<file path="src/sv/assert_macros.svh">
// Assertion macros for the RTL file that carries checks.
// No dependencies; expects clk and rst_n in the including scope.
`ifndef ASSERT_MACROS_SVH
`define ASSERT_MACROS_SVH

// Checked on every clock edge outside reset
`define BSAG_ASSERT(name, prop, msg) \
  name: assert property (@(posedge clk) disable iff (!rst_n) prop) \
    else $error(msg);

// Checked on every clock edge, reset included
`define BSAG_ASSERT_ALWAYS(name, prop, msg) \
  name: assert property (@(posedge clk) prop) \
    else $error(msg);

`endif

</file>
<file path="src/sv/bsag_pkg.sv">
// Package for the scaler address generator: widths, codes and shared types.
// No dependencies; used by every module of the block.
package bsag_pkg;

  // Geometry limits and derived widths
  localparam int MAX_SRC_DIM = 2048;
  localparam int MAX_DST_DIM = 4096;
  localparam int OFFSET_BITS = 22;
  localparam int SRC_W       = $clog2(MAX_SRC_DIM) + 1;
  localparam int DST_W       = $clog2(MAX_DST_DIM) + 1;
  localparam int POS_W       = OFFSET_BITS + 1;
  localparam int IDX_W       = 24;
  localparam int PROD_W      = 2 * SRC_W;

  // Divider: one quotient bit per step
  localparam int DIV_STEPS   = SRC_W;
  localparam int DIV_CNT_W   = $clog2(DIV_STEPS);

  // Queue between front and back
  localparam int FIFO_DEPTH  = 2;
  localparam int FIFO_PTR_W  = (FIFO_DEPTH > 1) ? $clog2(FIFO_DEPTH) : 1;
  localparam int FIFO_CNT_W  = $clog2(FIFO_DEPTH + 1);

  // Configuration port
  localparam int CFG_ADDR_W  = 5;
  localparam int CFG_DATA_W  = 32;
  localparam int CFG_IDX_W   = CFG_ADDR_W - 2;

  localparam logic [SRC_W-1:0]       SRC_WIDTH_RST    = SRC_W'(256);
  localparam logic [SRC_W-1:0]       SRC_HEIGHT_RST   = SRC_W'(240);
  localparam logic [DST_W-1:0]       DST_WIDTH_RST    = DST_W'(256);
  localparam logic [DST_W-1:0]       DST_HEIGHT_RST   = DST_W'(240);
  localparam logic [OFFSET_BITS-1:0] START_OFFSET_RST = '0;

  typedef enum logic [CFG_IDX_W-1:0] {
    REG_SRC_WIDTH,
    REG_SRC_HEIGHT,
    REG_DST_WIDTH,
    REG_DST_HEIGHT,
    REG_START_OFFSET
  } cfg_reg_t;

  // Live configuration as seen by the back end
  typedef struct packed {
    logic [SRC_W-1:0]       src_width;
    logic [SRC_W-1:0]       src_height;
    logic [DST_W-1:0]       dst_width;
    logic [DST_W-1:0]       dst_height;
    logic [OFFSET_BITS-1:0] start_offset;
  } cfg_t;

  // Item class decided by the front end
  typedef enum logic {
    KIND_ADVANCE,
    KIND_RESTART
  } item_kind_t;

  typedef struct packed {
    logic       valid;
    item_kind_t kind;
  } q_head_t;

  // Divider request / response
  typedef struct packed {
    logic             start;
    logic [SRC_W-1:0] dividend;
    logic [DST_W-1:0] divisor;
  } div_req_t;

  typedef struct packed {
    logic             done;
    logic [SRC_W-1:0] quot;
    logic [SRC_W-1:0] rem;
  } div_rsp_t;

  // Back-end sequencer
  typedef enum logic [2:0] {
    BE_IDLE,
    BE_DIV_X,
    BE_DIV_Y,
    BE_MUL,
    BE_INIT,
    BE_STEP
  } be_state_t;

endpackage

</file>
<file path="src/sv/bsag_div.sv">
// Iterative restoring divider, one quotient bit per cycle.
// Depends on bsag_pkg (widths, div_req_t, div_rsp_t).
module bsag_div import bsag_pkg::*; (
  input  logic     clk,
  input  logic     rst_n,
  input  div_req_t req,
  output div_rsp_t rsp
);

  logic                 busy_r, busy_nxt;
  logic                 done_r, done_nxt;
  logic [DIV_CNT_W-1:0] cnt_r, cnt_nxt;
  logic [SRC_W-1:0]     quo_r, quo_nxt;
  logic [DST_W-1:0]     rem_r, rem_nxt;
  logic [DST_W-1:0]     dvs_r, dvs_nxt;
  logic [DST_W:0]       trial;
  logic [DST_W:0]       diff;
  logic                 ge;

  // One trial subtraction per step
  always_comb begin
    trial = {rem_r, quo_r[SRC_W-1]};
    diff  = trial - {1'b0, dvs_r};
    ge    = trial >= {1'b0, dvs_r};
  end

  // Step control: latch operands on start, shift in a bit while busy
  always_comb begin
    busy_nxt = busy_r;
    done_nxt = 1'b0;
    cnt_nxt  = cnt_r;
    quo_nxt  = quo_r;
    rem_nxt  = rem_r;
    dvs_nxt  = dvs_r;
    if (req.start) begin
      busy_nxt = 1'b1;
      cnt_nxt  = DIV_CNT_W'(DIV_STEPS - 1);
      quo_nxt  = req.dividend;
      rem_nxt  = '0;
      dvs_nxt  = req.divisor;
    end else if (busy_r) begin
      quo_nxt = {quo_r[SRC_W-2:0], ge};
      rem_nxt = ge ? diff[DST_W-1:0] : trial[DST_W-1:0];
      if (cnt_r == '0) begin
        busy_nxt = 1'b0;
        done_nxt = 1'b1;
      end else begin
        cnt_nxt = cnt_r - DIV_CNT_W'(1);
      end
    end
  end

  always_ff @(posedge clk) begin
    if (!rst_n) begin
      busy_r <= 1'b0;
      done_r <= 1'b0;
    end else begin
      busy_r <= busy_nxt;
      done_r <= done_nxt;
    end
    cnt_r <= cnt_nxt;
    quo_r <= quo_nxt;
    rem_r <= rem_nxt;
    dvs_r <= dvs_nxt;
  end

  // Remainder never exceeds the dividend
  assign rsp.done = done_r;
  assign rsp.quot = quo_r;
  assign rsp.rem  = rem_r[SRC_W-1:0];

endmodule

</file>
<file path="src/sv/bsag_front.sv">
// Front end: takes request words, classifies them and queues them for the back end.
// Depends on bsag_pkg (item_kind_t, q_head_t, queue sizes).
module bsag_front import bsag_pkg::*; (
  input  logic    clk,
  input  logic    rst_n,
  input  logic    in_valid,
  output logic    in_ready,
  input  logic    in_frame_start,
  input  logic    q_pop,
  output q_head_t q_head
);

  item_kind_t            q_kind_r [FIFO_DEPTH];
  logic [FIFO_PTR_W-1:0] wr_ptr_r, wr_ptr_nxt;
  logic [FIFO_PTR_W-1:0] rd_ptr_r, rd_ptr_nxt;
  logic [FIFO_CNT_W-1:0] count_r, count_nxt;
  logic                  push;
  item_kind_t            kind;

  // Classify: an explicit restart or a plain advance
  assign kind     = in_frame_start ? KIND_RESTART : KIND_ADVANCE;
  assign in_ready = count_r != FIFO_CNT_W'(FIFO_DEPTH);
  assign push     = in_valid && in_ready;

  // Pointer and fill bookkeeping
  always_comb begin
    wr_ptr_nxt = wr_ptr_r;
    rd_ptr_nxt = rd_ptr_r;
    count_nxt  = count_r;
    if (push) begin
      wr_ptr_nxt = (wr_ptr_r == FIFO_PTR_W'(FIFO_DEPTH - 1)) ? '0
                                                             : wr_ptr_r + FIFO_PTR_W'(1);
    end
    if (q_pop) begin
      rd_ptr_nxt = (rd_ptr_r == FIFO_PTR_W'(FIFO_DEPTH - 1)) ? '0
                                                             : rd_ptr_r + FIFO_PTR_W'(1);
    end
    case ({push, q_pop})
      2'b10:   count_nxt = count_r + FIFO_CNT_W'(1);
      2'b01:   count_nxt = count_r - FIFO_CNT_W'(1);
      default: count_nxt = count_r;
    endcase
  end

  always_ff @(posedge clk) begin
    if (!rst_n) begin
      wr_ptr_r <= '0;
      rd_ptr_r <= '0;
      count_r  <= '0;
    end else begin
      wr_ptr_r <= wr_ptr_nxt;
      rd_ptr_r <= rd_ptr_nxt;
      count_r  <= count_nxt;
    end
  end

  // Queue storage
  always_ff @(posedge clk) begin
    if (push) begin
      q_kind_r[wr_ptr_r] <= kind;
    end
  end

  assign q_head.valid = count_r != '0;
  assign q_head.kind  = q_kind_r[rd_ptr_r];

endmodule

</file>
<file path="src/sv/bsag_back.sv">
// Back end: frame setup sequencer, Bresenham step datapath and result register.
// Depends on bsag_pkg and bsag_div.
module bsag_back import bsag_pkg::*; (
  input  logic                   clk,
  input  logic                   rst_n,
  input  cfg_t                   cfg,
  input  q_head_t                q_head,
  output logic                   q_pop,
  output logic                   out_valid,
  input  logic                   out_ready,
  output logic [OFFSET_BITS-1:0] out_source_offset,
  output logic [IDX_W-1:0]       out_dest_index,
  output logic                   out_row_end,
  output logic                   out_frame_end
);

  be_state_t state_r, state_nxt;

  // Frame state
  logic [DST_W-1:0]  col_left_r, col_left_nxt;
  logic [DST_W-1:0]  row_left_r, row_left_nxt;
  logic [DST_W-1:0]  x_error_r, x_error_nxt;
  logic [DST_W-1:0]  y_error_r, y_error_nxt;
  logic [POS_W-1:0]  src_pos_r, src_pos_nxt;
  logic [IDX_W-1:0]  dst_pos_r, dst_pos_nxt;
  logic [SRC_W-1:0]  x_quot_r, x_quot_nxt;
  logic [SRC_W-1:0]  x_rem_r, x_rem_nxt;
  logic [SRC_W-1:0]  y_quot_r, y_quot_nxt;
  logic [SRC_W-1:0]  y_rem_r, y_rem_nxt;
  logic [PROD_W-1:0] prod_r, prod_nxt;
  logic [POS_W-1:0]  y_row_step_r, y_row_step_nxt;

  // Result register
  logic                   out_valid_r, out_valid_nxt;
  logic [OFFSET_BITS-1:0] out_offset_r, out_offset_nxt;
  logic [IDX_W-1:0]       out_index_r, out_index_nxt;
  logic                   out_rend_r, out_rend_nxt;
  logic                   out_fend_r, out_fend_nxt;

  div_req_t div_req;
  div_rsp_t div_rsp;

  logic             out_free;
  logic             restart;
  logic             step_en;
  logic [DST_W-1:0] dw;
  logic [DST_W-1:0] dh;

  // Step datapath terms
  logic [DST_W:0]   x_sum, y_sum;
  logic             x_carry, y_carry;
  logic [DST_W:0]   x_err_wrap, y_err_wrap;
  logic [POS_W-1:0] pos_col, pos_row;
  logic             row_end, frame_end;

  bsag_div u_div (
    .clk   (clk),
    .rst_n (rst_n),
    .req   (div_req),
    .rsp   (div_rsp)
  );

  // A zero destination size counts as one
  assign dw = (cfg.dst_width  == '0) ? DST_W'(1) : cfg.dst_width;
  assign dh = (cfg.dst_height == '0) ? DST_W'(1) : cfg.dst_height;

  assign out_free = !out_valid_r || out_ready;
  // A finished or never-started frame restarts on any item
  assign restart  = (q_head.kind == KIND_RESTART) || (row_left_r == '0) || (col_left_r == '0);

  // Next state
  always_comb begin
    state_nxt = state_r;
    unique case (state_r)
      BE_IDLE:  if (q_head.valid && restart) state_nxt = BE_DIV_X;
      BE_DIV_X: if (div_rsp.done) state_nxt = BE_DIV_Y;
      BE_DIV_Y: if (div_rsp.done) state_nxt = BE_MUL;
      BE_MUL:   state_nxt = BE_INIT;
      BE_INIT:  state_nxt = BE_STEP;
      BE_STEP:  if (out_free) state_nxt = BE_IDLE;
      default:  state_nxt = BE_IDLE;
    endcase
  end

  // Sequencer outputs
  always_comb begin
    step_en          = 1'b0;
    div_req.start    = 1'b0;
    div_req.dividend = cfg.src_width;
    div_req.divisor  = dw;
    unique case (state_r)
      BE_IDLE: begin
        div_req.start = q_head.valid && restart;
        step_en       = q_head.valid && !restart && out_free;
      end
      BE_DIV_X: begin
        div_req.start    = div_rsp.done;
        div_req.dividend = cfg.src_height;
        div_req.divisor  = dh;
      end
      BE_STEP:  step_en = out_free;
      default:  step_en = 1'b0;
    endcase
  end

  assign q_pop = step_en;

  // Bresenham step: column advance, then row carry on the last pixel
  always_comb begin
    x_sum      = {1'b0, x_error_r} + (DST_W + 1)'(x_rem_r);
    x_carry    = x_sum >= {1'b0, dw};
    x_err_wrap = x_carry ? x_sum - {1'b0, dw} : x_sum;
    pos_col    = src_pos_r + POS_W'(x_quot_r) + POS_W'(x_carry);

    y_sum      = {1'b0, y_error_r} + (DST_W + 1)'(y_rem_r);
    y_carry    = y_sum >= {1'b0, dh};
    y_err_wrap = y_carry ? y_sum - {1'b0, dh} : y_sum;
    pos_row    = pos_col + y_row_step_r + (y_carry ? POS_W'(cfg.src_width) : '0);

    row_end    = col_left_r == DST_W'(1);
    frame_end  = row_end && (row_left_r == DST_W'(1));
  end

  // Frame state updates: setup captures, init, per-pixel step
  always_comb begin
    col_left_nxt   = col_left_r;
    row_left_nxt   = row_left_r;
    x_error_nxt    = x_error_r;
    y_error_nxt    = y_error_r;
    src_pos_nxt    = src_pos_r;
    dst_pos_nxt    = dst_pos_r;
    x_quot_nxt     = x_quot_r;
    x_rem_nxt      = x_rem_r;
    y_quot_nxt     = y_quot_r;
    y_rem_nxt      = y_rem_r;
    prod_nxt       = prod_r;
    y_row_step_nxt = y_row_step_r;

    if (state_r == BE_DIV_X && div_rsp.done) begin
      x_quot_nxt = div_rsp.quot;
      x_rem_nxt  = div_rsp.rem;
    end
    if (state_r == BE_DIV_Y && div_rsp.done) begin
      y_quot_nxt = div_rsp.quot;
      y_rem_nxt  = div_rsp.rem;
    end
    if (state_r == BE_MUL) begin
      prod_nxt = PROD_W'(y_quot_r) * PROD_W'(cfg.src_width);
    end
    if (state_r == BE_INIT) begin
      // Row step lands on the next source row, minus the width walked across
      y_row_step_nxt = POS_W'(prod_r) - POS_W'(cfg.src_width);
      x_error_nxt    = '0;
      y_error_nxt    = '0;
      src_pos_nxt    = POS_W'(cfg.start_offset);
      dst_pos_nxt    = '0;
      col_left_nxt   = dw;
      row_left_nxt   = dh;
    end
    if (step_en) begin
      dst_pos_nxt = dst_pos_r + IDX_W'(1);
      if (row_end) begin
        src_pos_nxt  = pos_row;
        x_error_nxt  = '0;
        y_error_nxt  = y_err_wrap[DST_W-1:0];
        row_left_nxt = row_left_r - DST_W'(1);
        col_left_nxt = frame_end ? '0 : dw;
      end else begin
        src_pos_nxt  = pos_col;
        x_error_nxt  = x_err_wrap[DST_W-1:0];
        col_left_nxt = col_left_r - DST_W'(1);
      end
    end
  end

  // Result register
  always_comb begin
    out_valid_nxt  = out_valid_r && !out_ready;
    out_offset_nxt = out_offset_r;
    out_index_nxt  = out_index_r;
    out_rend_nxt   = out_rend_r;
    out_fend_nxt   = out_fend_r;
    if (step_en) begin
      out_valid_nxt  = 1'b1;
      out_offset_nxt = src_pos_r[OFFSET_BITS-1:0];
      out_index_nxt  = dst_pos_r;
      out_rend_nxt   = row_end;
      out_fend_nxt   = frame_end;
    end
  end

  always_ff @(posedge clk) begin
    if (!rst_n) begin
      state_r     <= BE_IDLE;
      out_valid_r <= 1'b0;
      col_left_r  <= '0;
      row_left_r  <= '0;
    end else begin
      state_r     <= state_nxt;
      out_valid_r <= out_valid_nxt;
      col_left_r  <= col_left_nxt;
      row_left_r  <= row_left_nxt;
    end
    x_error_r    <= x_error_nxt;
    y_error_r    <= y_error_nxt;
    src_pos_r    <= src_pos_nxt;
    dst_pos_r    <= dst_pos_nxt;
    x_quot_r     <= x_quot_nxt;
    x_rem_r      <= x_rem_nxt;
    y_quot_r     <= y_quot_nxt;
    y_rem_r      <= y_rem_nxt;
    prod_r       <= prod_nxt;
    y_row_step_r <= y_row_step_nxt;
    out_offset_r <= out_offset_nxt;
    out_index_r  <= out_index_nxt;
    out_rend_r   <= out_rend_nxt;
    out_fend_r   <= out_fend_nxt;
  end

  assign out_valid         = out_valid_r;
  assign out_source_offset = out_offset_r;
  assign out_dest_index    = out_index_r;
  assign out_row_end       = out_rend_r;
  assign out_frame_end     = out_fend_r;

endmodule

</file>
<file path="src/sv/bresenham_scaler_address_gen_unit.sv">
// Top level of the nearest-neighbor scaler address generator: config registers,
// front end, back end. Depends on bsag_pkg, bsag_front, bsag_back, assert_macros.svh.
//
//   channel  direction  handshake              payload
//   in       input      in_valid / in_ready    in_frame_start
//   out      output     out_valid / out_ready  out_source_offset, out_dest_index,
//                                              out_row_end, out_frame_end
//   cfg      input      psel/penable/pready    paddr, pwrite, pwdata, prdata
//
// An advancing word is stepped from the queue head once the result register is free;
// the result is registered onto out_valid, and the back end sustains one result per
// cycle while words are queued and out_ready holds. A frame restart steps only after
// setup: the divider start, the X and Y divisions, the multiply and the init state.
// rst_n is synchronous; after reset the first word always restarts the frame.
// A two-word queue lets the input side keep taking words while results stall, until full.
`include "assert_macros.svh"

module bresenham_scaler_address_gen_unit import bsag_pkg::*; (
  input  logic                   clk,
  input  logic                   rst_n,
  input  logic                   in_valid,
  output logic                   in_ready,
  input  logic                   in_frame_start,
  output logic                   out_valid,
  input  logic                   out_ready,
  output logic [OFFSET_BITS-1:0] out_source_offset,
  output logic [IDX_W-1:0]       out_dest_index,
  output logic                   out_row_end,
  output logic                   out_frame_end,
  input  logic                   psel,
  input  logic                   penable,
  input  logic                   pwrite,
  input  logic [CFG_ADDR_W-1:0]  paddr,
  input  logic [CFG_DATA_W-1:0]  pwdata,
  output logic [CFG_DATA_W-1:0]  prdata,
  output logic                   pready
);

  cfg_t     cfg_r, cfg_nxt;
  cfg_reg_t reg_sel;
  logic     cfg_write;
  q_head_t  q_head;
  logic     q_pop;

  // Register file
  assign pready    = 1'b1;
  assign cfg_write = psel && penable && pwrite && pready;
  assign reg_sel   = cfg_reg_t'(paddr[CFG_ADDR_W-1:2]);

  always_comb begin
    cfg_nxt = cfg_r;
    if (cfg_write) begin
      unique case (reg_sel)
        REG_SRC_WIDTH:    cfg_nxt.src_width    = pwdata[SRC_W-1:0];
        REG_SRC_HEIGHT:   cfg_nxt.src_height   = pwdata[SRC_W-1:0];
        REG_DST_WIDTH:    cfg_nxt.dst_width    = pwdata[DST_W-1:0];
        REG_DST_HEIGHT:   cfg_nxt.dst_height   = pwdata[DST_W-1:0];
        REG_START_OFFSET: cfg_nxt.start_offset = pwdata[OFFSET_BITS-1:0];
        default:          cfg_nxt = cfg_r;
      endcase
    end
  end

  always_ff @(posedge clk) begin
    if (!rst_n) begin
      cfg_r.src_width    <= SRC_WIDTH_RST;
      cfg_r.src_height   <= SRC_HEIGHT_RST;
      cfg_r.dst_width    <= DST_WIDTH_RST;
      cfg_r.dst_height   <= DST_HEIGHT_RST;
      cfg_r.start_offset <= START_OFFSET_RST;
    end else begin
      cfg_r <= cfg_nxt;
    end
  end

  // Read-back
  always_comb begin
    unique case (reg_sel)
      REG_SRC_WIDTH:    prdata = CFG_DATA_W'(cfg_r.src_width);
      REG_SRC_HEIGHT:   prdata = CFG_DATA_W'(cfg_r.src_height);
      REG_DST_WIDTH:    prdata = CFG_DATA_W'(cfg_r.dst_width);
      REG_DST_HEIGHT:   prdata = CFG_DATA_W'(cfg_r.dst_height);
      REG_START_OFFSET: prdata = CFG_DATA_W'(cfg_r.start_offset);
      default:          prdata = '0;
    endcase
  end

  bsag_front u_front (
    .clk            (clk),
    .rst_n          (rst_n),
    .in_valid       (in_valid),
    .in_ready       (in_ready),
    .in_frame_start (in_frame_start),
    .q_pop          (q_pop),
    .q_head         (q_head)
  );

  bsag_back u_back (
    .clk               (clk),
    .rst_n             (rst_n),
    .cfg               (cfg_r),
    .q_head            (q_head),
    .q_pop             (q_pop),
    .out_valid         (out_valid),
    .out_ready         (out_ready),
    .out_source_offset (out_source_offset),
    .out_dest_index    (out_dest_index),
    .out_row_end       (out_row_end),
    .out_frame_end     (out_frame_end)
  );

  // Checks
  `BSAG_ASSERT(a_full_has_head, !in_ready |-> q_head.valid, "queue full but head empty")
  `BSAG_ASSERT(a_pop_needs_head, q_pop |-> q_head.valid, "back end popped an empty queue")
  `BSAG_ASSERT(a_fend_is_rend, out_valid && out_frame_end |-> out_row_end, "frame end off row end")
  `BSAG_ASSERT_ALWAYS(a_reset_clears_out, !rst_n |=> !out_valid, "result valid after reset")

endmodule

</file>
<file path="config.mk">
export PLATFORM = sky130hd
export DESIGN_NAME = bresenham_scaler_address_gen_unit
export DESIGN_NICKNAME = d
export VERILOG_FILES = /design/src/sv/bsag_pkg.sv /design/src/sv/bsag_div.sv /design/src/sv/bsag_front.sv /design/src/sv/bsag_back.sv /design/src/sv/bresenham_scaler_address_gen_unit.sv
export VERILOG_INCLUDE_DIRS = /design/src /design/src/sv
export SDC_FILE = /design/constraint.sdc
export NUM_CORES = 1
export LEC_CHECK = 0
export BUFFER_PORTS_ARGS = -buffer_cell sky130_fd_sc_hd__buf_4
export CAP_MARGIN = 10
export CORE_MARGIN = 3
export CORE_UTILIZATION = 40
export DETAILED_ROUTE_END_ITERATION = 10
export PLACE_DENSITY_LB_ADDON = 0.1
export SETUP_SLACK_MARGIN = 0.15
export SLEW_MARGIN = 20
export SYNTH_ARGS = -nofsm -noshare
export SYNTH_HDL_FRONTEND = slang
export SYNTH_SLANG_ARGS = --single-unit
</file>
<file path="constraint.sdc">
create_clock -name clk -period 17.2 [get_ports clk]
set_clock_uncertainty 0.05 [all_clocks]
set_input_delay 3.44 -clock clk [delete_from_list [all_inputs] [get_ports clk]]
set_output_delay 3.44 -clock clk [all_outputs]
set_load 0.005 [all_outputs]
</file>
Word-level counts from Yosys, hierarchy flattened. Memories as Yosys holds them, arrays and structs flattened. A register that Yosys moved wholly into a read port is not among the register bits. Index checks and enable logic that the tools add are counted.

Register bits after elaboration: 365. Bits in writable memories: 2. Output and inout bits: 83. Memories: 1.

Add/sub/neg operators: 18. Multipliers: 1. $lt $le $gt $ge: 3. Equality and inequality tests: 18. Muxes and demuxes: 48. Bitwise operators: 3. Reduce and logical (&&, ||, !) cells: 35.

Memories: u_front.q_kind_r (words 2, width 1, read ports 1, clocked after Yosys merged registers in 1, wr ports 1, line bsag_front.sv:13) `item_kind_t q_kind_r [FIFO_DEPTH];`.

Operators by type and width (number): $mux 13 (18); $pmux 22 s5 (1); $mux 23 (3); $logic_not 13->1 (4); $mux 24 (2); $add 23x23->23 (2); $ge 14x13->1 (3); $sub 13x13->13 (3); $mux 12 (3); $add 13x12->14 (2); $eq 13x1->1 const B (2); $sub 13x1->13 const B (2); $mux 25 (1); $add 24x1->24 const B (1); $add 23x1->23 (1); $add 23x12->23 (1); $mul 12x12->23 (1); $sub 23x12->23 (1); $pmux 3 s6 (1); $eq 3x2->1 const B (4); $mux 1 (12); $mux 3 (4); $reduce_and 2->1 (6); $logic_and 1x1->1 (10); other kinds (20) (38).

Longest topological paths before layout. Gate-level depths: netlist of the first run.

Word-level depth: 9. Mapped depth: 36. Gate-level depth less buffers: 35.

Hierarchy. Synthesis of the first run repeated with hierarchy kept, for this count alone.

Cells, all modules: 2615. Area total of the unflattened synthesis: 25564.5 µm².

By module, submodules not included: bsag_back (instances 1, cells each 1978, area each 19232.2 µm²); bresenham_scaler_address_gen_unit (instances 1, cells each 356, area each 3425.8 µm²); bsag_div (instances 1, cells each 254, area each 2613.8 µm²); bsag_front (instances 1, cells each 27, area each 292.8 µm²).

Least setup slack after synthesis of the first run. Ideal clock, no wire load.

Kind: input -> output. Start: input paddr[3]. End: output prdata[0]. Data arrival time: 4.751 ns. Required time: 13.710 ns. Setup slack: 8.959 ns. Cell stages on the path: 6. Cell sequence: clkbuf_1 buf_2 buf_2 buf_2 mux2i_1 o22ai_1.

Longest elaborated chain between the ends: 2.

RTL lines: start, declared (line bresenham_scaler_address_gen_unit.sv:33) `input logic [CFG_ADDR_W-1:0] paddr,`; $eq 3x3->1, or another cell as far along (line bresenham_scaler_address_gen_unit.sv:78) `unique case (reg_sel)`; $pmux 22 s5 * (line bresenham_scaler_address_gen_unit.sv:78); end, declared (line bresenham_scaler_address_gen_unit.sv:35) `output logic [CFG_DATA_W-1:0] prdata,`.

Mark *: on every way between the ends. The rest lies on a longest branch, timed or not.

Worst setup path in the final report of the first run.
Start: register u_back.x_rem_r[0]. End: register u_back.src_pos_r[21] (data pin).

Longest elaborated chain between the ends: 7.

RTL lines: start, declared (line bsag_back.sv:27) `logic [SRC_W-1:0] x_rem_r, x_rem_nxt;`; start signal, assigned (line bsag_back.sv:209) `x_rem_r <= x_rem_nxt;`; $add 13x12->14 * (line bsag_back.sv:110) `x_sum = {1'b0, x_error_r} + (DST_W + 1)'(x_rem_r);`; $ge 14x13->1 * (line bsag_back.sv:111) `x_carry = x_sum >= {1'b0, dw};`; $add 23x1->23 * (line bsag_back.sv:113) `pos_col = src_pos_r + POS_W'(x_quot_r) + POS_W'(x_carry);`; $add 23x23->23 (2 in a row) (line bsag_back.sv:118) `pos_row = pos_col + y_row_step_r + (y_carry ? POS_W'(cfg.src_width) : '0);`; $mux 23 * (line bsag_back.sv:162) `if (row_end) begin`; $mux 23 * (line bsag_back.sv:160) `if (step_en) begin`; net u_back.src_pos_nxt[21] (line bsag_back.sv:24) `logic [POS_W-1:0] src_pos_r, src_pos_nxt;`; end signal, assigned (line bsag_back.sv:206) `src_pos_r <= src_pos_nxt;`; end, declared (line bsag_back.sv:24).

The timed path passes the listed nets; every way through them passes the cells marked *. A chain may end at the register's enable or synchronous reset.

==> impl_table.tex, run 1 <==
\begin{tabular}{lr}
\hline
Metric & Value \\
\hline
\multicolumn{2}{l}{\textbf{Outcome}} \\
\quad Outcome & finished clean \\
\multicolumn{2}{l}{\textbf{Drt}} \\
\quad Detailed router's first-iteration violation count & about 1400 \\
\quad Total wirelength of the detailed-routed design & 72100 um \\
\quad DRT antenna net count & 0 \\
\quad DRT Pass-1 Iters & 5 \\
\quad Vias per cell & about 5.4 \\
\quad DRC violations left & 0 \\
\quad Detailed-route wire length per cell & about 20 um \\
\quad Vias post-DR & a little under 20000 \\
\multicolumn{2}{l}{\textbf{Finish}} \\
\quad Leading cell types in the layout, fill and taps excluded & 390 x sky130\_fd\_sc\_hd\_\_nand2\_1, 250 x sky130\_fd\_sc\_hd\_\_inv\_1, 226 x sky130\_fd\_sc\_hd\_\_edfxtp\_1 \\
\quad Area used by multi-input combinational logic & 14100 um\^{}2 \\
\quad Leading cell type in the layout, fill and taps excluded & sky130\_fd\_sc\_hd\_\_nand2\_1 \\
\quad Final instance area & between 20000 and 30000 um\^{}2 \\
\quad Post-layout net count & around 3000 \\
\quad Sequential cell area & between 9000 and 10000 um\^{}2 \\
\quad Area growth syn-to-layout & 12.1\% \\
\quad Layout cells sized above 1 & 0.0888 \\
\quad Total of fill cells in the finished design & 5912 \\
\multicolumn{2}{l}{\textbf{Setup path}} \\
\quad Count of cells along the worst register-to-register path & 34 \\
\quad Crit path buf inv count & 1 \\
\quad R2R Path Start & u\_back.x\_rem\_r[0]\$\_DFFE\_PP\_ \\
\quad Destination of the worst register-to-register timing path & u\_back.src\_pos\_r[21]\$\_DFFE\_PP\_ \\
\quad Largest stage delay on the critical path & 0.60 ns \\
\quad Setup crit end & u\_back.src\_pos\_r[21]\$\_DFFE\_PP\_ \\
\quad Reg2Reg Setup Slack & between 7 and 8 ns \\
\quad Kind of end point of the critical path & flip-flop \\
\quad Cell type of the slowest stage on the worst timing path & sky130\_fd\_sc\_hd\_\_o221ai\_4 \\
\quad CP Max Fanout & 16 \\
\quad Startpoint of the most critical setup path & u\_back.x\_rem\_r[0]\$\_DFFE\_PP\_ \\
\quad Cell family with most CP delay & compound AO/OA/AOI/OAI gates \\
\quad Launching element type of the critical path & flip-flop \\
\quad Crit path required time & around 17 ns \\
\quad WP depth & 34 \\
\quad Critical path's most frequent cell & sky130\_fd\_sc\_hd\_\_ha\_1 \\
\quad Kind of critical path & flip-flop to flip-flop \\
\quad Worst EP arrival & about 9.5 ns \\
\multicolumn{2}{l}{\textbf{Place}} \\
\quad Post-place instance area & around 27000 um\^{}2 \\
\quad Placed wire-length estimate & $\sim$53000 um \\
\quad Quantity of I/O buffers inserted on ports & $\sim$100 \\
\quad Routability congestion estimate & around 0.85 \\
\multicolumn{2}{l}{\textbf{Floorplan}} \\
\quad Horizontal die dimension & about 260 um \\
\quad Die area & approximately 66000 um\^{}2 \\
\quad Effective utilization at floorplan & 0.406 \\
\quad Core Region & a little over 60000 um\^{}2 \\
\quad Number of ports placed on the die boundary & around 130 \\
\quad Die height & around 260 um \\
\quad Number of placement rows & 91 \\
\multicolumn{2}{l}{\textbf{Clocking}} \\
\quad CTS tree & done \\
\quad Root buf cell & sky130\_fd\_sc\_hd\_\_clkbuf\_16 \\
\quad Number of buffers added to fix hold violations after cts & 0 \\
\quad TritonCTS buffer count & 42 \\
\quad Maximum count of clock buffers along a single path & 3 \\
\quad Clock sinks & about 370 \\
\quad Post-CTS setup-driven buffer insertion count & 0 \\
\quad Number of gates given a new drive strength after cts & 0 \\
\quad Worst skew pair latency & about 0.58 ns \\
\quad Clock-pin slew of the registers on the worst-case setup and hold paths & approximately 0.060 ns \\
\quad Maximum level of the CTS H-tree & 2 \\
\multicolumn{2}{l}{\textbf{STA}} \\
\quad Period utilization & 0.536 \\
\quad Fin Setup TNS & 0 ns \\
\quad Highest clock rate & $\sim$110 MHz \\
\quad Shortest period the worst path allows & just over 9 ns \\
\quad Worst slew slack as a fraction of its limit & 0.332 \\
\quad Number of hold violations in the final report & 0 \\
\quad RSZ-0062 raised after global routing & no \\
\quad Number of max-slew violations in the final report & 0 \\
\quad Count of final setup violators & 0 \\
\quad Slew at the pin closest to its max-slew limit & roughly 1.0 ns \\
\multicolumn{2}{l}{\textbf{Synth}} \\
\quad Post-synth cell types & just over 90 \\
\quad Async set-or-reset flop fraction in the synthesized netlist & 0 \\
\quad Sequential cell area fraction in the yosys report & 0.382 \\
\quad EDFF count, synth & about 230 \\
\quad Post-synth top flop & sky130\_fd\_sc\_hd\_\_edfxtp\_1 \\
\quad Area of the mapped netlist & $\sim$25000 um\^{}2 \\
\quad Mean Syn Cell Area & around 9.4 um\^{}2 \\
\quad Syn. warnings & 0 \\
\quad Synthesized flop and latch total & 365 \\
\quad Synth Instances & around 2700 \\
\multicolumn{2}{l}{\textbf{Global route}} \\
\quad Wire length of the first global-routing pass & around 110000 um \\
\quad GR Util All Layers & 0.218 \\
\quad Maximum number of pins on one net before global-route repair & 67 \\
\quad Number of global-route vias before repair & a little under 20000 \\
\quad Remaining Overflow, GRT & 0 \\
\quad Initial antenna violation count & 1 \\
\multicolumn{2}{l}{\textbf{Min path}} \\
\quad Hold Crit Class & flip-flop to flip-flop \\
\quad Startpoint of the tightest hold check path & u\_back.y\_error\_r[4]\$\_DFF\_P\_ \\
\quad Hold Path Stages & 2 \\
\multicolumn{2}{l}{\textbf{Power}} \\
\quad Power Density & 82.1 nW/um\^{}2 \\
\quad Worst ir drop on vdd & between 0.00005 and 0.00006 V \\
\quad Total power after layout & between 2000 and 2500 uW \\
\quad Static Leak & 0.0115 uW \\
\multicolumn{2}{l}{\textbf{Run}} \\
\quad Count of max-cap constraint violations & 0 \\
\hline
\end{tabular}
## cell families after synthesis
logic type,share of synthesized area
AOI/OAI and AO/OA,0.137
xor gates and xnor gates,0.0489
adders and majority gates,0.183
buffers and inverters,0.0596
DFF,0.382
muxes,0.0221
other,0.000299
and+or+nand+nor,0.168
## flip-flops by register name, indices dropped and copies added (netlist names), 3 cells and up, named ones only
name	flops
u_back.dst_pos_r	24
u_back.u_div.quo_r	12
u_back.src_pos_r	22
u_back.row_left_r	13
u_back.u_div.cnt_r	4
u_back.x_error_r	13
u_back.out_dest_index	24
u_back.x_quot_r	12
u_back.u_div.rem_r	13
u_back.y_row_step_r	22
u_back.y_error_r	13
u_back.y_rem_r	12
cfg_r	72
u_back.col_left_r	13
u_back.u_div.dvs_r	13
u_back.out_source_offset	22
u_back.state_r	3
u_back.prod_r	22
u_back.x_rem_r	12
u_back.y_quot_r	12
## where the power goes
part           switching, uW  internal [uW]
combinational            182            126
sequential              61.6            976
clock                    383            581
## routing by layer
metal,up-vias,routed length [um],GRT usage
li1,9320,-,-
met1,9557,33100,0.309
met2,526,32300,0.346
met3,110,4830,0.0368
met4,2,1850,0.0575
met5,-,12,0
## how the worst min path moves through the flow
stage	endpoint	slack, ns
6_report	u_back.y_error_r[4]$_DFF_P_	0.41
5_1_grt	u_back.out_source_offset[11]$_DFFE_PP_	0.44
4_1_cts	u_back.y_error_r[4]$_DFF_P_	0.42
3_5_place_dp	u_back.y_error_r[3]$_DFF_P_	0.41
3_3_place_gp	u_back.out_source_offset[0]$_DFFE_PP_	0.39
2_1_floorplan	u_back.out_source_offset[0]$_DFFE_PP_	0.38
## layout make-up
cell class	instances	area share
diodes	1	0.0000890
clock buffers	63	0.0457
clock inverters	15	0.00694
inverters	255	0.0340
multi-input cells	1952	0.501
flip-flops and latches	365	0.340
well taps	837	0.0372
repair buffers	131	0.0350
## synthesized netlist by cell type, types with 5 or more instances
library cell / n / area, um^2
sky130_fd_sc_hd__a21boi_0: 33 / 248
sky130_fd_sc_hd__or3_1: 18 / 113
sky130_fd_sc_hd__nor3b_1: 6 / 45.0
sky130_fd_sc_hd__clkbuf_1: 75 / 282
sky130_fd_sc_hd__o21ai_1: 51 / 255
sky130_fd_sc_hd__a31oi_1: 14 / 87.6
sky130_fd_sc_hd__and3_1: 24 / 150
sky130_fd_sc_hd__nor2_1: 190 / 713
sky130_fd_sc_hd__nor4_1: 18 / 113
sky130_fd_sc_hd__o21a_1: 22 / 165
sky130_fd_sc_hd__fa_1: 120 / 2400
sky130_fd_sc_hd__nand2b_1: 20 / 125
sky130_fd_sc_hd__nor2b_1: 29 / 181
sky130_fd_sc_hd__nand3_1: 58 / 290
sky130_fd_sc_hd__a31o_2: 5 / 43.8
sky130_fd_sc_hd__o22ai_1: 17 / 106
sky130_fd_sc_hd__a21o_1: 23 / 173
sky130_fd_sc_hd__nor3_1: 34 / 170
sky130_fd_sc_hd__nand4_1: 16 / 100
sky130_fd_sc_hd__buf_4: 19 / 143
sky130_fd_sc_hd__xor2_1: 41 / 359
sky130_fd_sc_hd__a211oi_1: 10 / 75.1
sky130_fd_sc_hd__o21ai_0: 99 / 495
sky130_fd_sc_hd__o211ai_1: 23 / 173
sky130_fd_sc_hd__a21boi_1: 5 / 37.5
sky130_fd_sc_hd__dfxtp_1: 139 / 2780
sky130_fd_sc_hd__a21oi_1: 174 / 871
sky130_fd_sc_hd__buf_2: 16 / 80.1
sky130_fd_sc_hd__edfxtp_1: 226 / 6790
sky130_fd_sc_hd__and2_1: 62 / 388
sky130_fd_sc_hd__xnor2_1: 99 / 867
sky130_fd_sc_hd__nand3b_1: 8 / 60.1
sky130_fd_sc_hd__nand2_1: 390 / 1460
sky130_fd_sc_hd__a211o_1: 8 / 70.1
sky130_fd_sc_hd__mux2i_1: 53 / 531
sky130_fd_sc_hd__or2_2: 7 / 43.8
sky130_fd_sc_hd__ha_1: 175 / 2190
sky130_fd_sc_hd__inv_1: 251 / 942
sky130_fd_sc_hd__o21bai_1: 10 / 75.1
sky130_fd_sc_hd__a22oi_1: 6 / 45.0
## worst register-to-register path: cells and delay by family, from the launching register on
kind | cells | cell delay (ns)
AOI/OAI and AO/OA | 15 | 3.73
adders and majority gates | 7 | 2.49
and+or+nand+nor | 8 | 1.40
xor gates and xnor gates | 3 | 0.59
DFF | 1 | 0.37
buffers and inverters | 1 | 0.34
## metrics by stage
step	hold slack, ns	worst slack (ns)	cells	utilization
floorplan	0.376	8.96	2687	-
finish	0.414	7.98	3619	0.455
CTS	0.418	7.96	3618	0.455
global placement	0.388	8.05	3540	0.431
global route	0.435	7.42	3618	0.455
detailed placement	0.408	7.99	3540	0.431
(Power assumes the default switching activity.)
==> run 2: changes to the inputs <==
ABC_AREA = 1   (was default)
clock period = 7.9 ns   (was 17.2 ns; I/O delays follow)
==> run 2 against run 1 <==
Effect of this change:
- sequential share of layout area down 2.0 points
- power rose to 2.7 times the previous value
- flip-flop and latch count unchanged
- first-iteration DRC count up 41%
- highest routed layer is now met4
- largest power group unchanged
- core utilization down 0.32 points
==> impl_table.tex, run 2 <==
\begin{tabular}{lr}
\hline
Metric & Value \\
\hline
\multicolumn{2}{l}{\textbf{Outcome}} \\
\quad Outcome & finished clean \\
\multicolumn{2}{l}{\textbf{Global route}} \\
\quad Remaining Overflow, GRT & 0 \\
\quad Number of global-route vias before repair & about 22000 \\
\quad Maximum number of pins on one net before global-route repair & 94 \\
\quad Initial antenna violation count & 2 \\
\quad Wire length of the first global-routing pass & 124000 um \\
\quad GR Util All Layers & 0.226 \\
\multicolumn{2}{l}{\textbf{Setup path}} \\
\quad Critical path's most frequent cell & sky130\_fd\_sc\_hd\_\_nand2\_1 \\
\quad Kind of critical path & flip-flop to flip-flop \\
\quad Worst EP arrival & $\sim$7.4 ns \\
\quad Reg2Reg Setup Slack & roughly 0.73 ns \\
\quad Cell type of the slowest stage on the worst timing path & sky130\_fd\_sc\_hd\_\_fa\_1 \\
\quad Largest stage delay on the critical path & 0.51 ns \\
\quad Startpoint of the most critical setup path & u\_back.x\_rem\_r[0]\$\_DFFE\_PP\_ \\
\quad Count of cells along the worst register-to-register path & 39 \\
\quad Setup crit end & u\_back.src\_pos\_r[20]\$\_DFFE\_PP\_ \\
\quad Kind of end point of the critical path & flip-flop \\
\quad Destination of the worst register-to-register timing path & u\_back.src\_pos\_r[20]\$\_DFFE\_PP\_ \\
\quad Launching element type of the critical path & flip-flop \\
\quad Crit path required time & 8.17 ns \\
\quad CP Max Fanout & 7 \\
\quad R2R Path Start & u\_back.x\_rem\_r[0]\$\_DFFE\_PP\_ \\
\multicolumn{2}{l}{\textbf{Drt}} \\
\quad Vias post-DR & between 20000 and 25000 \\
\quad DRC violations left & 0 \\
\quad Vias per cell & $\sim$5.2 \\
\quad Detailed router's first-iteration violation count & between 1500 and 2000 \\
\quad DRT Pass-1 Iters & 6 \\
\quad Total wirelength of the detailed-routed design & about 80000 um \\
\quad Detailed-route wire length per cell & 18.3 um \\
\quad DRT antenna net count & 0 \\
\multicolumn{2}{l}{\textbf{Synth}} \\
\quad Area of the mapped netlist & 26900 um\^{}2 \\
\quad Synth top area share & 0.252 \\
\quad Syn. warnings & 0 \\
\quad Async set-or-reset flop fraction in the synthesized netlist & 0 \\
\quad Mean Syn Cell Area & 7.87 um\^{}2 \\
\quad Combinational family with the most area after synthesis & simple AND/OR/NAND/NOR gates \\
\quad Post-synth top flop & sky130\_fd\_sc\_hd\_\_edfxtp\_1 \\
\quad Xor and xnor fraction of the mapped netlist area & 0.0430 \\
\quad EDFF count, synth & approximately 230 \\
\quad Leading area contributor after synthesis & sky130\_fd\_sc\_hd\_\_edfxtp\_1 \\
\quad Synthesized flop and latch total & around 370 \\
\quad Dominant cell by count in the synthesized netlist & sky130\_fd\_sc\_hd\_\_nand2\_1 \\
\quad Cell types occupying the most area after synthesis & sky130\_fd\_sc\_hd\_\_edfxtp\_1 25\%, sky130\_fd\_sc\_hd\_\_nand2\_1 12\%, sky130\_fd\_sc\_hd\_\_dfxtp\_1 10\% \\
\quad Post-synth cell types & just under 60 \\
\quad Sequential cell area fraction in the yosys report & 0.356 \\
\quad Synth Area in Compound Gates & 0.100 \\
\quad Leading cell types by count after synthesis & 868 x sky130\_fd\_sc\_hd\_\_nand2\_1, 527 x sky130\_fd\_sc\_hd\_\_inv\_1, 287 x sky130\_fd\_sc\_hd\_\_nor2\_1 \\
\quad Synth Instances & roughly 3400 \\
\quad Arithmetic-cell share of the synthesized area counting full adders, half adders and majority gates & 0.171 \\
\quad Basic-gate share of the synthesized area counting and, or, nand and nor cells & 0.235 \\
\quad Fraction of synthesized area in multiplexers & 0 \\
\multicolumn{2}{l}{\textbf{Floorplan}} \\
\quad Number of placement rows & 94 \\
\quad Core Region & 66200 um\^{}2 \\
\quad Effective utilization at floorplan & 0.406 \\
\quad Die height & between 200 and 300 um \\
\quad Number of ports placed on the die boundary & 128 \\
\quad Die area & 70400 um\^{}2 \\
\quad Horizontal die dimension & 265 um \\
\multicolumn{2}{l}{\textbf{STA}} \\
\quad Number of max-slew violations in the final report & 0 \\
\quad Shortest period the worst path allows & $\sim$7 ns \\
\quad Hold slack & a little over 0.4 ns \\
\quad Worst slew slack as a fraction of its limit & 0.331 \\
\quad Number of hold violations in the final report & 0 \\
\quad Highest clock rate & 139 MHz \\
\quad Period utilization & 0.907 \\
\quad Count of final setup violators & 0 \\
\quad RSZ-0062 raised after global routing & no \\
\quad Fin Setup TNS & 0 ns \\
\quad Slew at the pin closest to its max-slew limit & between 1 and 1.5 ns \\
\multicolumn{2}{l}{\textbf{Min path}} \\
\quad Hold Crit Class & flip-flop to flip-flop \\
\multicolumn{2}{l}{\textbf{Finish}} \\
\quad Area growth syn-to-layout & 11.3\% \\
\quad Sequential cell area & roughly 9600 um\^{}2 \\
\quad Leading cell types in the layout, fill and taps excluded & 868 x sky130\_fd\_sc\_hd\_\_nand2\_1, 527 x sky130\_fd\_sc\_hd\_\_inv\_1, 282 x sky130\_fd\_sc\_hd\_\_nor2\_1 \\
\quad Max FFs per register & between 70 and 80 \\
\quad Leading cell type in the layout, fill and taps excluded & sky130\_fd\_sc\_hd\_\_nand2\_1 \\
\quad Area used by multi-input combinational logic & 14800 um\^{}2 \\
\quad Post-layout net count & between 3000 and 4000 \\
\quad Final instance area & roughly 30000 um\^{}2 \\
\quad Layout cells sized above 1 & 0.0762 \\
\quad Largest register by flop count & cfg\_r \\
\quad Total of fill cells in the finished design & about 6600 \\
\multicolumn{2}{l}{\textbf{Clocking}} \\
\quad Clock-pin slew of the registers on the worst-case setup and hold paths & around 0.06 ns \\
\quad CTS tree & done \\
\quad Clock sinks & 365 \\
\quad Worst skew pair latency & 0.57 ns \\
\quad TritonCTS buffer count & 45 \\
\quad Maximum count of clock buffers along a single path & 3 \\
\quad Maximum level of the CTS H-tree & 2 \\
\quad Post-CTS setup-driven buffer insertion count & 0 \\
\quad Root buf cell & sky130\_fd\_sc\_hd\_\_clkbuf\_16 \\
\multicolumn{2}{l}{\textbf{Power}} \\
\quad Static Leak & 0.0140 uW \\
\quad Worst ir drop on vdd & 0.000166 V \\
\quad Power Density & between 200 and 250 nW/um\^{}2 \\
\multicolumn{2}{l}{\textbf{Run}} \\
\quad Count of max-cap constraint violations & 0 \\
\multicolumn{2}{l}{\textbf{Place}} \\
\quad Post-place instance area & roughly 28000 um\^{}2 \\
\quad Placed wire-length estimate & between 60000 and 70000 um \\
\quad Routability congestion estimate & between 0.8 and 0.9 \\
\quad Quantity of I/O buffers inserted on ports & 104 \\
\hline
\end{tabular}
-- run 2: cell types whose count changed after synthesis, sizes merged, moves of 57 or more --
cell,delta
and2,-62
inv,+283
nand2,+494
nand3,+129
nor2,+105
o21ai,+57
-- run 2: per-stage QoR --
step            util  total power (uW)  std cells  setup WS [ns]
6_report       0.452              6170       4383          0.731
3_5_place_dp   0.429              4040       4299          0.710
2_1_floorplan      -              3560       3425           1.61
5_1_grt        0.452              6540       4383          0.195
4_1_cts        0.452              6210       4382          0.665
3_3_place_gp   0.429              4030       4299          0.753
-- run 2: worst min path at each step --
stage,from,slack [ns],cells after the start,to
floorplan,u_front.rd_ptr_r$_SDFFE_PN0P_,0.38,1,flip-flop
global placement,u_front.rd_ptr_r$_SDFFE_PN0P_,0.39,1,u_front.rd_ptr_r$_SDFFE_PN0P_
detailed placement,u_front.rd_ptr_r$_SDFFE_PN0P_,0.40,1,u_front.rd_ptr_r$_SDFFE_PN0P_
CTS,u_front.rd_ptr_r$_SDFFE_PN0P_,0.41,1,u_front.rd_ptr_r$_SDFFE_PN0P_
global route,u_front.rd_ptr_r$_SDFFE_PN0P_,0.43,1,u_front.rd_ptr_r$_SDFFE_PN0P_
finish,u_front.rd_ptr_r$_SDFFE_PN0P_,0.40,1,u_front.rd_ptr_r$_SDFFE_PN0P_
-- run 2: final cells by class --
class	instances	share of cell area
timing repair buffer	117	0.0294
multi-input combinational	2414	0.496
sequential	365	0.320
clock inverter	28	0.0112
clock buffer	55	0.0399
antenna	1	0.0000837
tap	864	0.0361
inverter	539	0.0677
-- run 2: cells by family (layout without fill, tap and decap cells) --
kind of cell,after synthesis,after routing
AO/OA/AOI/OAI,478,478
buffers and inverters,646,739
flip-flops,365,365
AND/OR/NAND/NOR,1498,1498
XOR/XNOR,132,132
adder cells (fa/ha/maj),295,295
other,2,12
-- run 2: repair_timing --
item / CTS / global route
resized for setup: 0 / 2
endpoints found under the setup margin: 0 / 2
hold buffers: 0 / 0
-- run 2: power breakdown --
part / leakage [uW] / switching (uW) / internal (uW)
sequential: 0.00316 / 200 / 2260
clock: 0.000729 / 864 / 1280
combinational: 0.0102 / 1040 / 529
-- run 2: metal layers --
| layer | vias up | track usage | wire [um] |
|---|---|---|---|
| met5 | - | 0 | 0 |
| met4 | 0 | 0.0651 | 2230 |
| met3 | 106 | 0.0320 | 4490 |
| met2 | 635 | 0.360 | 35800 |
| met1 | 10800 | 0.321 | 37700 |
| li1 | 11200 | - | - |
-- run 2: worst max-delay path, delay by kind of cell (launching register included) --
family | cells | cell delay (ns)
buffers and inverters | 4 | 0.28
DFF | 1 | 0.37
adders and majority gates | 7 | 2.85
AOI/OAI and AO/OA | 4 | 0.71
xor gates and xnor gates | 1 | 0.14
and+or+nand+nor | 23 | 2.51
